File: config.mk
export PLATFORM = sky130hd
export DESIGN_NAME = float_to_s16_sample_convert_unit
export DESIGN_NICKNAME = d
export VERILOG_FILES = /design/src/hw/rtl/fts16_pkg.sv /design/src/hw/rtl/fts16_core.sv /design/src/hw/rtl/float_to_s16_sample_convert_unit.sv
export SDC_FILE = /design/constraint.sdc
export NUM_CORES = 1
export LEC_CHECK = 0
export BUFFER_PORTS_ARGS = -buffer_cell sky130_fd_sc_hd__buf_2
export CAP_MARGIN = 40
export CORE_UTILIZATION = 60
export CTS_CLUSTER_DIAMETER = 150
export DETAILED_ROUTE_END_ITERATION = 12
export HOLD_SLACK_MARGIN = 0.15
export PLACE_DENSITY = 0.78
export RECOVER_POWER = 100
export REMOVE_ABC_BUFFERS = 1
export SLEW_MARGIN = 10
export SYNTH_ARGS = -nofsm -noshare
export SYNTH_HDL_FRONTEND = slang
export SYNTH_HIERARCHICAL = 1
export SYNTH_SLANG_ARGS = --single-unit
File: constraint.sdc
create_clock -name clk_i -period 18.75 [get_ports clk_i]
set_input_delay 0 -clock clk_i [delete_from_list [all_inputs] [get_ports clk_i]]
set_output_delay 0 -clock clk_i [all_outputs]
set_load 0.005 [all_outputs]
File: src/hw/rtl/fts16_pkg.sv
package fts16_pkg;

  localparam int unsigned FloatW = 32;
  localparam int unsigned PcmW = 16;
  localparam logic [14:0] PcmLimit = 15'd32767;

  // Magnitude of a normal input scaled by 32767, two rounding steps, clamped.
  function automatic logic [14:0] convert_normal(input logic [7:0] expo,
                                                 input logic [22:0] mant);
    logic [23:0] sig;
    logic [38:0] prod;
    logic        top;
    logic [24:0] r0;
    logic [23:0] r;
    logic        guard;
    logic        sticky;
    logic        hi;
    logic [9:0]  e2;
    logic [4:0]  sh;
    logic [23:0] q;
    logic [24:0] rem;
    logic [24:0] half;
    logic [24:0] mask;
    sig = {1'b1, mant};
    prod = 39'(sig) * 39'd32767;
    top = prod[38];
    if (top) begin
      guard = prod[14];
      sticky = |prod[13:0];
      r0 = {1'b0, prod[38:15]};
      if (guard && (sticky || prod[15])) r0 = r0 + 25'd1;
    end else begin
      guard = prod[13];
      sticky = |prod[12:0];
      r0 = {1'b0, prod[37:14]};
      if (guard && (sticky || prod[14])) r0 = r0 + 25'd1;
    end
    hi = r0[24];
    r = hi ? r0[24:1] : r0[23:0];
    // e2 = sh + expo - 150 ; sh = 14 + top + hi
    e2 = 10'({2'b0, expo}) + 10'd14 + 10'(top) + 10'(hi) - 10'd150;
    if (!e2[9]) begin
      convert_normal = PcmLimit;
    end else if ($signed(e2) < -10'sd25) begin
      convert_normal = 15'd0;
    end else begin
      // shift of up to 25: remainder and half kept one bit wider than r
      sh = 5'(-e2);
      q = r >> sh;
      mask = (25'd1 << sh) - 25'd1;
      rem = {1'b0, r} & mask;
      half = 25'd1 << (sh - 5'd1);
      if (rem > half || (rem == half && q[0])) q = q + 24'd1;
      convert_normal = (q > 24'(PcmLimit)) ? PcmLimit : q[14:0];
    end
  endfunction

endpackage

File: src/hw/rtl/fts16_core.sv
module fts16_core (
  input  logic [fts16_pkg::FloatW-1:0] float_i,
  output logic [fts16_pkg::PcmW-1:0]   pcm_o
);
  logic        neg;
  logic [7:0]  expo;
  logic [22:0] mant;
  logic [14:0] mag;
  logic        neg_eff;

  assign expo = float_i[30:23];
  assign mant = float_i[22:0];

  always_comb begin
    neg = float_i[31];
    neg_eff = neg;
    if (expo == 8'hFF) begin
      mag = fts16_pkg::PcmLimit;
      if (mant != 23'd0) neg_eff = 1'b1;  // NaN
    end else if (expo == 8'h00) begin
      mag = 15'd0;
    end else begin
      mag = fts16_pkg::convert_normal(expo, mant);
    end
  end

  assign pcm_o = neg_eff ? (16'd0 - {1'b0, mag}) : {1'b0, mag};
endmodule

File: src/hw/rtl/float_to_s16_sample_convert_unit.sv
// Float32 to PCM16 sample converter.
// Path from input accept to output valid: the input reg, then the result reg.
// Throughput: one word per cycle; ready drops only when both stages are full
// and the output is stalled.
// Reset: rst_ni asynchronous, active low, clears both valid flags.
module float_to_s16_sample_convert_unit (
  input  logic        clk_i,
  input  logic        rst_ni,
  input  logic        float_sample_valid_i,
  output logic        float_sample_ready_o,
  input  logic [31:0] float_sample_i,
  output logic        pcm_sample_valid_o,
  input  logic        pcm_sample_ready_i,
  output logic signed [15:0] pcm_sample_o
);
  logic        in_vld_q;
  logic [31:0] in_q;
  logic        out_vld_q;
  logic [15:0] out_q;
  logic [15:0] conv;
  logic        out_free;
  logic        in_free;

  fts16_core u_core (.float_i(in_q), .pcm_o(conv));

  // Result register takes a word when empty or being drained.
  assign out_free = !out_vld_q || pcm_sample_ready_i;
  // Input register moves forward whenever the result register can take it.
  assign in_free = !in_vld_q || out_free;
  assign float_sample_ready_o = in_free;

  always_ff @(posedge clk_i or negedge rst_ni) begin
    if (!rst_ni) begin
      in_vld_q <= 1'b0;
      out_vld_q <= 1'b0;
    end else begin
      if (in_free) in_vld_q <= float_sample_valid_i;
      if (out_free) out_vld_q <= in_vld_q;
    end
  end

  always_ff @(posedge clk_i) begin
    if (in_free && float_sample_valid_i) in_q <= float_sample_i;
    if (out_free && in_vld_q) out_q <= conv;
  end

  assign pcm_sample_valid_o = out_vld_q;
  assign pcm_sample_o = out_q;
endmodule

==> results.yml <==
cts:
  clock_sinks: 50
  root_buffer: "clkbuf_16"
  worstSkewPairLatency_ps: 310
  clk_pin_slew_worst_paths_ps: 90
  cts_tree: "yes"
  cts_buffers: 5
  h-tree-depth: 2
  clockBufferDepth: 2
synthesis:
  netlist_top_cells_area: "fa_1 (21%), ha_1 (10%), edfxtp_1 (8.7%)"
  netlist.area_leader.share: 0.2088
  synthCells: 2060
  synth-edff-count: 48
  yosysWarnings: 6
  synth.cell_area_um2: 16580
  synth_top_flop_cell: "edfxtp_1"
  synth-seq-cells: 50
  syn_area_per_cell_um2: 8.051
  yosysTopAreaCell: "fa_1"
  synth.distinct_cells: 111
  synth_seq_area_share: 0.08993
  postSynth.asyncResetShare: 0.04000
floorplan:
  initial_utilization: 0.6137
  die_width_um: 168.3
  ios: 54
  dieArea_um2: 28310
  fp.dieH_um: 168.3
  num_rows: 60
  core_area_um2: 27030
global_route:
  grt_pass1_vias: 16120
  grt_max_degree: 39
  grt_overflow: 0
  track_usage: 0.4197
  grt_pass1_wl_um: 92660
  antenna_found_initial: 0
cells_and_area:
  fill_cells: 2360
  syn_to_final_growth_pct: 6.284
  layout-drive-gt1-share: 0.07487
  final_nets: 2438
  multi_input_area_um2: 13670
  regArea_um2: 1491
  n_antenna_cell: 0
setup_path:
  crit_fanout: 21
  end_kind: "flop"
  timing.rr.start: "in_q[10]"
  cp_slowest_stage_delay_ps: 710
  r2r_slack_ps: 1170
  critPathArrivalTime_ps: 17630
  critPathMostFrequentCell: "inv_1"
  startpoint: "in_q[10]"
  critPathSlowestCell: "fa_1"
  r2r_cells: 64
  worstReg2RegEnd: "pcm_sample_o[10]"
  critPathLaunchType: "flop"
  worstPathRequired_ps: 18800
  worstSetupPathType: "flop to flop"
drt:
  routedWlPerCell_um: 24.20
  viasPerCell: 6.871
  routed_wirelength_um: 59010
  drtIter0Drc: 2381
  firstDrtPassIters: 9
  num_vias: 16750
  drc: 0
  final_antenna_net_count: 0
timing:
  setup_violations: 0
  report.final.hold_viol_count: 0
  fin_crit_ps: 17580
  tightestPinTransition_ps: 2266
  clock_skew_ps: 14.86
  rsz0062_at_grt: "false"
  slew_headroom: -0.5113
  fin_crit_sh: 0.9375
  finalMaxSlewViolations: 33
  fmax_ghz: 0.05689
  fin_tns_setup_ps: 0
min_path:
  whs_endpoint: "in_q[19]"
  hp-start: "float_sample_i[19]"
  hp-class: "primary input to flop"
  whs_path_depth: 2
status:
  violations: "capacitance limit, slew limit"
  status: "finished with violations"
flow_run:
  cap_violations: 1
place:
  gp_congestion: 1.051
  post-dp-hpwl_um: 47620
  placement.io_buffers: 53
==> per-stage QoR <==
stage	instances	utilization	hold WS (ps)	area (um2)	setup WS, ps
global placement	2382	0.6308	-215.6	17050	1676
floorplan	1967	-	-295.6	16180	60.99
global route	2438	0.6522	393.7	17630	0.7017
finish	2438	0.6522	386.1	17630	1172
CTS	2433	0.6519	388.6	17620	1045
detailed placement	2388	0.6325	-213.7	17100	1082
==> critical path, delay by kind of cell (launching register included) <==
family | cells | cell delay (ps)
AOI/OAI and AO/OA | 19 | 5090
xor gates and xnor gates | 3 | 750
adders and majority gates | 13 | 5430
buffers and inverters | 12 | 1420
DFF | 1 | 500
and+or+nand+nor | 17 | 4100
==> logic make-up (layout without fill, tap and decap cells) <==
kind of cell | Yosys count | after routing | share of synthesized area
fa+ha+maj | 306 | 306 | 0.3092
simple gates | 699 | 699 | 0.2285
buf+inv | 368 | 405 | 0.08653
mux | 22 | 22 | 0.01388
xor+xnor | 65 | 65 | 0.03523
flops | 50 | 50 | 0.08993
compound gates | 550 | 550 | 0.2367
==> how the worst max path moves through the flow <==
stage / to / slack (ps) / cells past startpoint
after floorplan: pcm_sample_o[10] / 60 / 54
after global placement: pcm_sample_o[10] / 1680 / 65
after detailed placement: pcm_sample_o[10] / 1080 / 65
after CTS: pcm_sample_o[10] / 1040 / 65
after global routing: pcm_sample_o[10] / 0.7 / 65
final: pcm_sample_o[10] / 1170 / 64
==> final cells by class <==
cell class                      instances  share of cell area
Sequential cell                        50             0.08461
Inverter                              275             0.05856
Clock inverter                          3            0.001633
Timing Repair Buffer                  122             0.04841
Clock buffer                            5            0.007098
Multi-Input combinational cell       1642              0.7755
Tap cell                              341             0.02420
==> repair_timing <==
action | 4_1_cts | 5_1_grt
endpoints found under the hold margin | 36 | 0
buffers inserted | 0 | 4
hold buffers | 37 | 0
endpoints found under the setup margin | 0 | 6
gates resized for setup | 0 | 3
==> cell usage in the layout (no fill, tap or decap), drive strengths merged, types with 21 or more instances in the layout <==
master and count:
nor3 80, nand4 47, ha 133, a211oi 42
nor4 37, inv 275, a31oi 27, o211ai 21
a21o 24, edfxtp 48, nor2 132, and2 28
nand2 167, a21oi 118, nand3 60, dlygate4sd3 37
buf 67, fa 173, clkbuf 22, xor2 22
xnor2 43, o21ai 115, and3 24, and4 21
==> synthesized netlist by cell type, drive strengths merged, types with 27 or more instances <==
cell    number
nand3       60
edfxtp      48
nor3        80
a211oi      42
fa         173
a31oi       27
xnor2       43
and2        28
nand4       47
nor2       132
nor4        37
nand2      167
ha         133
a21oi      118
clkbuf      55
inv        274
buf         38
o21ai      115
==> sequential cells by signal (all words and copies together), names as in the netlist <==
signal,cells
in_q,32
in_vld_q,1
pcm_sample_valid_o,1
pcm_sample_o,16
==> routing by layer <==
metal	GRT usage	wire (um)	part of all wire	vias to the layer above
met1	0.5938	24820	0.42	7963
met4	0.1308	2010	0.034	0
li1	-	-	-	7505
met2	0.6352	25300	0.43	1118
met5	0	0	0	-
met3	0.09544	6878	0.12	165
Power is left out: the tool's default activity adds up to more than one toggle a clock period on the data nets, which glitch-free logic cannot reach.
